`config.mk`:
```
export PLATFORM = sky130hd
export DESIGN_NAME = can_id_tracker_autobaud
export DESIGN_NICKNAME = d
export VERILOG_FILES = /design/src/sv/cit_pkg.sv /design/src/sv/cit_cell.sv /design/src/sv/can_id_tracker_autobaud.sv
export SDC_FILE = /design/constraint.sdc
export NUM_CORES = 2
export LEC_CHECK = 0
export BUFFER_PORTS_ARGS = -buffer_cell sky130_fd_sc_hd__buf_2
export CORE_MARGIN = 10
export CORE_UTILIZATION = 60
export CTS_BUF_LIST = sky130_fd_sc_hd__clkbuf_16
export DETAILED_ROUTE_END_ITERATION = 8
export PLACE_DENSITY = 0.77
export RECOVER_POWER = 50
export REMOVE_ABC_BUFFERS = 1
export SKIP_LAST_GASP = 1
export SLEW_MARGIN = 20
export SYNTH_ARGS = -nofsm -noshare
export SYNTH_HDL_FRONTEND = slang
export SYNTH_SLANG_ARGS = --single-unit
```
`constraint.sdc`:
```
create_clock -name clock -period 15 [get_ports clock]
set_clock_uncertainty 0.15 [all_clocks]
set_input_delay 0.75 -clock clock [delete_from_list [all_inputs] [get_ports clock]]
set_output_delay 0.75 -clock clock [all_outputs]
set_load 0.05 [all_outputs]
```
`src/sv/cit_pkg.sv`:
```
// Shared types, constants and helper functions for the CAN identifier tracker.
// Used by cit_cell and can_id_tracker_autobaud; depends on nothing else.
`default_nettype none

package cit_pkg;

   // Table size and number of selectable bus rates.
   localparam int TABLE_ENTRIES = 12;
   localparam int RATE_COUNT    = 4;

   // Width that holds a slot index or an occupancy count up to TABLE_ENTRIES.
   localparam int IDX_W = $clog2(TABLE_ENTRIES + 1);

   localparam int ID_W    = 29;
   localparam int HITS_W  = 32;
   localparam int RATE_W  = 2;
   localparam int LISTEN_W = 16;

   localparam logic [LISTEN_W-1:0] LISTEN_RESET = 16'd1500;

   // Command codes carried with each request.
   localparam logic [2:0] CMD_FRAME   = 3'd0;
   localparam logic [2:0] CMD_TICK    = 3'd1;
   localparam logic [2:0] CMD_RESTART = 3'd2;
   localparam logic [2:0] CMD_NEXT    = 3'd3;
   localparam logic [2:0] CMD_PAUSE   = 3'd4;

   // Protocol guess codes.
   localparam logic [1:0] PROTO_RAW      = 2'd0;
   localparam logic [1:0] PROTO_CANOPEN  = 2'd1;
   localparam logic [1:0] PROTO_EXTENDED = 2'd2;
   localparam logic [1:0] PROTO_J1939    = 2'd3;

   localparam logic [ID_W-1:0] J1939_LOW   = 29'h18f00000;
   localparam logic [ID_W-1:0] J1939_HIGH  = 29'h1cffffff;
   localparam logic [ID_W-1:0] COPEN_ZERO  = 29'h000;
   localparam logic [ID_W-1:0] COPEN_A_LO  = 29'h080;
   localparam logic [ID_W-1:0] COPEN_A_HI  = 29'h5ff;
   localparam logic [ID_W-1:0] COPEN_B_LO  = 29'h700;
   localparam logic [ID_W-1:0] COPEN_B_HI  = 29'h77f;

   localparam logic [HITS_W-1:0] HITS_MAX = '1;

   // Lookup request that walks down the row of table cells.
   typedef struct packed {
      logic              valid;
      logic [ID_W-1:0]   ident;
      logic              ext;
      logic              done;
      logic              alloc;
      logic [IDX_W-1:0]  slot;
      logic [HITS_W-1:0] count;
   } probe_type;

   // Next protocol guess after a frame with this identifier.
   function automatic logic [1:0] classify(input logic [ID_W-1:0] ident,
                                           input logic ext,
                                           input logic [1:0] proto);
      logic [1:0] res;
      res = proto;
      if (ext) begin
         if (ident >= J1939_LOW && ident <= J1939_HIGH) begin
            res = PROTO_J1939;
         end else if (proto == PROTO_RAW) begin
            res = PROTO_EXTENDED;
         end
      end else if (ident == COPEN_ZERO ||
                   (ident >= COPEN_A_LO && ident <= COPEN_A_HI) ||
                   (ident >= COPEN_B_LO && ident <= COPEN_B_HI)) begin
         res = PROTO_CANOPEN;
      end
      return res;
   endfunction

   // Step to the next rate index, wrapping at RATE_COUNT.
   function automatic logic [RATE_W-1:0] next_rate(input logic [RATE_W-1:0] rate);
      logic [RATE_W-1:0] res;
      if (rate == RATE_W'(RATE_COUNT - 1)) begin
         res = '0;
      end else begin
         res = rate + 1'b1;
      end
      return res;
   endfunction

endpackage

`default_nettype wire

```
`src/sv/cit_cell.sv`:
```
// One identifier table cell: holds one entry and checks the passing lookup.
// Depends on cit_pkg for the probe type and widths.
`default_nettype none

module cit_cell
   import cit_pkg::*;
(
   input  wire logic             clock,
   input  wire logic             reset,
   input  wire logic             clear,
   input  wire logic [IDX_W-1:0] cell_index,
   input  wire probe_type        probe_in,
   output probe_type             probe_out
);

   logic [ID_W-1:0]   ident_ff;
   logic              ext_ff;
   logic [HITS_W-1:0] hits_ff, hits_in;
   logic              pvalid_ff;
   probe_type         probe_ff, probe_in_d;

   logic              occupied;
   logic              active;
   logic              hit;
   logic              alloc;
   logic [HITS_W-1:0] hits_inc;

   // Occupied entries always form a prefix of the row, so the first empty
   // cell a pending lookup meets is where a new identifier belongs.
   assign occupied = (hits_ff != '0);
   assign active   = probe_in.valid && !probe_in.done;
   assign hit      = active && occupied && (ident_ff == probe_in.ident) &&
                     (ext_ff == probe_in.ext);
   assign alloc    = active && !occupied;
   assign hits_inc = (hits_ff == HITS_MAX) ? hits_ff : hits_ff + 1'b1;

   // Next hit count: clear, saturating bump, or fresh entry.
   always_comb begin
      hits_in = hits_ff;
      if (clear) begin
         hits_in = '0;
      end else if (hit) begin
         hits_in = hits_inc;
      end else if (alloc) begin
         hits_in = HITS_W'(1);
      end
   end

   // Lookup handed on to the next cell.
   always_comb begin
      probe_in_d = probe_in;
      if (hit) begin
         probe_in_d.done  = 1'b1;
         probe_in_d.slot  = cell_index;
         probe_in_d.count = hits_inc;
      end else if (alloc) begin
         probe_in_d.done  = 1'b1;
         probe_in_d.alloc = 1'b1;
         probe_in_d.slot  = cell_index;
         probe_in_d.count = HITS_W'(1);
      end
   end

   // Hit count and probe valid are control state; identifier is payload.
   always_ff @(posedge clock) begin
      if (reset) begin
         hits_ff   <= '0;
         pvalid_ff <= 1'b0;
      end else begin
         hits_ff   <= hits_in;
         pvalid_ff <= probe_in.valid;
      end
   end

   always_ff @(posedge clock) begin
      if (clear) begin
         ident_ff <= '0;
         ext_ff   <= 1'b0;
      end else if (alloc) begin
         ident_ff <= probe_in.ident;
         ext_ff   <= probe_in.ext;
      end
      probe_ff <= probe_in_d;
   end

   always_comb begin
      probe_out       = probe_ff;
      probe_out.valid = pvalid_ff;
   end

endmodule

`default_nettype wire

```
`src/sv/can_id_tracker_autobaud.sv`:
```
// Top level of the passive CAN monitor: command decode, auto-baud control
// and a row of cit_cell table cells. Depends on cit_pkg and cit_cell.
`default_nettype none

//  Channel   Direction  Ports                       Contents
//  req_      in         tvalid/tready/tdata/tuser   one command request
//  rsp_      out        tvalid/tready/tdata         one status result per request
//  csr_      in         we/wdata                    listen_ticks register
//
// An unpaused frame request walks the row of TABLE_ENTRIES cells one cell per
// cycle; once it leaves the last cell, ST_SCAN registers its outcome and ST_EMIT
// registers the result, and the next request is taken back in ST_IDLE. Any other
// request goes from ST_IDLE straight to ST_EMIT. A new request is accepted while
// the previous result waits on rsp_tready; a second pending result stalls req_.
// Synchronous active-high reset empties the table and restores the control state.

module can_id_tracker_autobaud
   import cit_pkg::*;
(
   input  wire logic        clock,
   input  wire logic        reset,
   // Request: tdata [28:0] frame_id, [29] frame_extended, [31:30] zero.
   input  wire logic        req_tvalid,
   output logic             req_tready,
   input  wire logic [31:0] req_tdata,
   // Request: tuser [2:0] command.
   input  wire logic [2:0]  req_tuser,
   // Result: tdata [1:0] baud_index, [2] auto_mode, [3] paused_flag,
   // [4] reconfigure, [6:5] protocol_guess, [38:7] frames_seen,
   // [42:39] matched_slot, [74:43] slot_count, [75] table_full_drop,
   // [79:76] distinct_ids.
   output logic             rsp_tvalid,
   input  wire logic        rsp_tready,
   output logic [79:0]      rsp_tdata,
   input  wire logic        csr_we,
   input  wire logic [15:0] csr_wdata
);

   typedef enum logic [1:0] {ST_IDLE, ST_SCAN, ST_EMIT} state_type;

   state_type           state_ff, state_in;
   logic [LISTEN_W-1:0] listen_ticks_ff;
   logic [HITS_W-1:0]   total_ff, total_in;
   logic [1:0]          proto_ff, proto_in;
   logic [RATE_W-1:0]   rate_ff, rate_in;
   logic                auto_ff, auto_in;
   logic                pause_ff, pause_in;
   logic [LISTEN_W-1:0] elapsed_ff, elapsed_in;
   logic [IDX_W-1:0]    distinct_ff, distinct_in;
   logic                reconf_ff, reconf_in;
   logic [IDX_W-1:0]    slot_ff, slot_in;
   logic [HITS_W-1:0]   count_ff, count_in;
   logic                drop_ff, drop_in;
   logic                rsp_valid_ff, rsp_valid_in;
   logic [79:0]         rsp_data_ff, rsp_data_in;

   logic                accept;
   logic                clear;
   logic [2:0]          cmd;
   logic [ID_W-1:0]     req_ident;
   logic                req_ext;
   logic                out_free;
   logic [LISTEN_W-1:0] elapsed_inc;
   probe_type           probe [TABLE_ENTRIES+1];

   assign req_tready = (state_ff == ST_IDLE);
   assign accept     = req_tvalid && req_tready;
   assign cmd        = req_tuser;
   assign req_ident  = req_tdata[ID_W-1:0];
   assign req_ext    = req_tdata[ID_W];
   assign clear      = accept && (cmd == CMD_RESTART || cmd == CMD_NEXT);
   assign out_free   = !rsp_valid_ff || rsp_tready;
   assign elapsed_inc = (elapsed_ff == '1) ? elapsed_ff : elapsed_ff + 1'b1;

   // The lookup enters the row on an accepted, unpaused frame.
   always_comb begin
      probe[0]       = '0;
      probe[0].valid = accept && (cmd == CMD_FRAME) && !pause_ff;
      probe[0].ident = req_ident;
      probe[0].ext   = req_ext;
   end

   // Row of table cells.
   for (genvar g = 0; g < TABLE_ENTRIES; g++) begin : g_cell
      cit_cell u_cell (
         .clock      (clock),
         .reset      (reset),
         .clear      (clear),
         .cell_index (IDX_W'(g)),
         .probe_in   (probe[g]),
         .probe_out  (probe[g+1])
      );
   end

   // Command decode, auto-baud control and result assembly.
   always_comb begin
      state_in     = state_ff;
      total_in     = total_ff;
      proto_in     = proto_ff;
      rate_in      = rate_ff;
      auto_in      = auto_ff;
      pause_in     = pause_ff;
      elapsed_in   = elapsed_ff;
      distinct_in  = distinct_ff;
      reconf_in    = reconf_ff;
      slot_in      = slot_ff;
      count_in     = count_ff;
      drop_in      = drop_ff;
      rsp_valid_in = rsp_valid_ff && !rsp_tready;
      rsp_data_in  = rsp_data_ff;

      case (state_ff)
         ST_IDLE: begin
            if (accept) begin
               reconf_in = 1'b0;
               slot_in   = IDX_W'(TABLE_ENTRIES);
               count_in  = '0;
               drop_in   = 1'b0;
               state_in  = ST_EMIT;
               case (cmd)
                  CMD_FRAME: begin
                     if (!pause_ff) begin
                        total_in = (total_ff == HITS_MAX) ? total_ff : total_ff + 1'b1;
                        proto_in = classify(req_ident, req_ext, proto_ff);
                        state_in = ST_SCAN;
                     end
                  end
                  CMD_TICK: begin
                     if (auto_ff && total_ff == '0) begin
                        if (elapsed_inc >= listen_ticks_ff) begin
                           rate_in    = next_rate(rate_ff);
                           elapsed_in = '0;
                           reconf_in  = 1'b1;
                        end else begin
                           elapsed_in = elapsed_inc;
                        end
                     end else if (auto_ff) begin
                        auto_in = 1'b0;
                     end
                  end
                  CMD_RESTART: begin
                     auto_in     = 1'b1;
                     pause_in    = 1'b0;
                     rate_in     = '0;
                     total_in    = '0;
                     proto_in    = PROTO_RAW;
                     distinct_in = '0;
                     elapsed_in  = '0;
                     reconf_in   = 1'b1;
                  end
                  CMD_NEXT: begin
                     auto_in     = 1'b0;
                     pause_in    = 1'b0;
                     rate_in     = next_rate(rate_ff);
                     total_in    = '0;
                     proto_in    = PROTO_RAW;
                     distinct_in = '0;
                     elapsed_in  = '0;
                     reconf_in   = 1'b1;
                  end
                  CMD_PAUSE: begin
                     pause_in = !pause_ff;
                  end
                  default: begin
                  end
               endcase
            end
         end
         ST_SCAN: begin
            // The lookup leaves the last cell with its outcome.
            if (probe[TABLE_ENTRIES].valid) begin
               if (probe[TABLE_ENTRIES].done) begin
                  slot_in  = probe[TABLE_ENTRIES].slot;
                  count_in = probe[TABLE_ENTRIES].count;
               end else begin
                  drop_in = 1'b1;
               end
               if (probe[TABLE_ENTRIES].alloc) begin
                  distinct_in = distinct_ff + 1'b1;
               end
               state_in = ST_EMIT;
            end
         end
         ST_EMIT: begin
            if (out_free) begin
               rsp_valid_in = 1'b1;
               rsp_data_in  = {4'(distinct_ff), drop_ff, count_ff, 4'(slot_ff),
                               total_ff, proto_ff, reconf_ff, pause_ff, auto_ff,
                               rate_ff};
               state_in     = ST_IDLE;
            end
         end
         default: begin
            state_in = ST_IDLE;
         end
      endcase
   end

   // State and registered outputs.
   always_ff @(posedge clock) begin
      if (reset) begin
         state_ff        <= ST_IDLE;
         listen_ticks_ff <= LISTEN_RESET;
         total_ff        <= '0;
         proto_ff        <= PROTO_RAW;
         rate_ff         <= '0;
         auto_ff         <= 1'b1;
         pause_ff        <= 1'b0;
         elapsed_ff      <= '0;
         distinct_ff     <= '0;
         rsp_valid_ff    <= 1'b0;
      end else begin
         state_ff     <= state_in;
         total_ff     <= total_in;
         proto_ff     <= proto_in;
         rate_ff      <= rate_in;
         auto_ff      <= auto_in;
         pause_ff     <= pause_in;
         elapsed_ff   <= elapsed_in;
         distinct_ff  <= distinct_in;
         rsp_valid_ff <= rsp_valid_in;
         if (csr_we) begin
            listen_ticks_ff <= csr_wdata;
         end
      end
   end

   // Per-request result payload.
   always_ff @(posedge clock) begin
      reconf_ff   <= reconf_in;
      slot_ff     <= slot_in;
      count_ff    <= count_in;
      drop_ff     <= drop_in;
      rsp_data_ff <= rsp_data_in;
   end

   assign rsp_tvalid = rsp_valid_ff;
   assign rsp_tdata  = rsp_data_ff;

endmodule

`default_nettype wire

```
==> metrics.cfg <==
[status]
status = finished with violations
violations = max-capacitance violations, max-slew violations

[logic_synthesis]
yosysWarnings = 0
yosysSeqAreaShare = 0.5039
synthArstFlopShare = 0
ys.flop_type = dfxtp_1
syn_area_um2 = 70750
synth_seq_cells = 1722
ys_types = 88
syn_inst = 7963
synth_edf_count = 118
avgSynthCellArea_um2 = 8.885

[hold_path]
min_from = csr_wdata[5]
hold_path_depth = 3
hold_path_end = listen_ticks_ff[5]
worstHoldPathType = input pin to flop

[floorplan]
die_x_um = 363.4
rows = 125
die_area_um2 = 132100
io_pins = 138
coreArea_um2 = 116700
die_y_um = 363.4
start_util = 0.6064

[timing]
finalCritPeriodShare = 0.6047
hold_slack_ps = 36.03
setup_tns_ps = 0
hold_viol = 0
worst_pin_slew_ps = 3852
fin_crit_ps = 9071
setup_viol = 0
slew_violations = 1357
slew_headroom = -1.568
setup_ws_ps = 5929
rsz0062_at_grt = false
fmax_mhz = 110.2

[finish]
final_nets = 7944
fillers = 9242
area_delta_synth_final_pct = 9.714
drive_gt1_frac = 0.05108
layout_common_cells = dfxtp_1 (1604), nand2_1 (1047), a21oi_1 (694), xor2_1 (531), nand3_1 (491)
layout_commonest_cell = dfxtp_1

[critical_path]
cp.arrival_ps = 9530
reg2reg_slack_ps = 8620
required_ps = 15460
critPathKind = input pin to flop
endpoint_kind = flop
rr_endpoint = g_cell[8].u_cell.hits_ff[17]
rr_worst_depth = 6
rr_startpoint = state_ff[1]
worstSetupStartpointType = input pin
critPathMaxFanout = 91

[power_and_ir_drop]
power_mw = 9.428
p_leak_nw = 28.83
powerDensity_nw_per_um2 = 121.5
ir_drop_v = 0.0001433

[global_route]
grt_first_pass_wirelength_um = 293000
grt.total_usage = 0.2729
grt_pass1_vias = 52730
antenna_found_initial = 3
grt_overflow = 0
grt_max_degree = 130

[clock_network]
cts_resized = 0
cts_buffers = 168
cts-htree-levels = 4
clock_latency_ps = 800
clk_pin_slew_ps = 60
cts.sinks = 1722
cts-root-buf = clkbuf_16
cts.path.max_buffers = 3
cts_tree = built

[route]
drt-initial-drc-count = 5923
dr_total_vias = 57350
viasPerCell = 6.029
wl_per_cell_um = 19.77
ant_nets = 0
drc = 0
first_pass_iters = 6
finalWirelength_um = 188000

[flow_run]
maxCapViolations = 25

[place]
place_congestion = 0.9214
place_ws_ps = 9673
io_buffers = 135
hpwl_um = 129500

## cells in the mapped netlist (83+ instances only)
master    number  area (um2)
nand3_1      491        2457
and2_1       127       794.5
nor4_1       230        1439
o21ai_0      476        2382
or3_1        210        1314
nand4_1      193        1207
xnor2_1      211        1848
nor2_1       470        1764
mux2i_1      115        1151
dfxtp_1     1604       32110
inv_1         83       311.6
edfxtp_1     118        3543
nor3_1       126       630.6
and3_1       100       625.6
xor2_1       531        4651
a21oi_1      695        3478
nand2_1     1048        3934
clkbuf_1     425        1595
## worst max-delay path, cell delays in order
cell	delay, ps
buf_2	70
clkbuf_1	2000
clkinv_1	1520
o21ai_0	400
clkbuf_1	2500
buf_4	1130
buf_4	820
a21oi_1	100
## kinds of logic (layout without fill, tap and decap cells)
logic type / Yosys count / in the layout / share of synthesized area
and+or+nand+nor: 3319 / 3319 / 0.2359
buffers and inverters: 608 / 632 / 0.03390
muxes: 126 / 126 / 0.01802
DFF: 1722 / 1722 / 0.5039
adders and majority gates: 45 / 45 / 0.007958
AOI/OAI and AO/OA: 1401 / 1401 / 0.1084
xor gates and xnor gates: 742 / 742 / 0.09185
other: 0 / 2 / 0
## what timing repair did
action                    in CTS  in global routing
hold buffers                  33                  0
hold endpoints to repair      33                  0
setup buffers                  0                  0
## metrics by stage
step           std cells  cell area, um2    util
6_report            9513           77620  0.6653
3_5_place_dp        9163           71910  0.6163
3_3_place_gp        9163           71910  0.6163
4_1_cts             9510           77880  0.6675
5_1_grt             9511           77620  0.6653
2_1_floorplan       7440           68680       -
## how the worst max path moves through the flow
stage | startpoint | end | slack, ps | cells after the start
2_1_floorplan | req_tvalid | g_cell[0].u_cell.hits_ff[2] | -7400 | 3
3_3_place_gp | reset | total_ff[31] | 9730 | 8
3_5_place_dp | reset | total_ff[5] | 9670 | 8
4_1_cts | state_ff[1] | g_cell[4].u_cell.ident_ff[23] | 10360 | 6
5_1_grt | reset | total_ff[13] | 5430 | 8
6_report | reset | g_cell[8].u_cell.hits_ff[17] | 5930 | 8
## per-layer routing
| metal | vias to the layer above | share of wire | GRT usage |
|---|---|---|---|
| met3 | 367 | 0.083 | 0.04040 |
| met1 | 27220 | 0.44 | 0.3853 |
| met4 | 6 | 0.042 | 0.1117 |
| li1 | 27460 | - | - |
| met5 | - | 0.00018 | 0 |
| met2 | 2301 | 0.44 | 0.4169 |
## where the power goes
part / switching (mW) / internal (mW) / total [mW]
Clock: 1.84 / 2.44 / 4.28
Sequential: 0.0994 / 4.74 / 4.84
Combinational: 0.209 / 0.0962 / 0.305
Total: 2.15 / 7.28 / 9.43
## sequential cells by signal (all words and copies together), names as in the netlist, 2 cells and up
signal	flops
listen_ticks_ff	16
g_cell.u_cell.probe_out	771
slot_ff	4
g_cell.u_cell.hits_ff	384
g_cell.u_cell.ident_ff	348
total_ff	32
g_cell.u_cell.ext_ff	12
g_cell.u_cell.pvalid_ff	12
rsp_tdata	80
count_ff	32
elapsed_ff	16
rate_ff	2
proto_ff	2
state_ff	2
distinct_ff	4
## layout make-up
class | count | area [um2] | share of cell area
repair buffers | 233 | 1264 | 0.01628
well taps | 1524 | 1907 | 0.02457
multi-input cells | 5633 | 32830 | 0.4229
clock inverters | 140 | 1290 | 0.01662
inverters | 85 | 324.1 | 0.004175
flip-flops and latches | 1722 | 35650 | 0.4593
clock buffers | 174 | 4354 | 0.05609
diodes | 2 | 5.005 | 0.00006448
(Power assumes the default switching activity.)
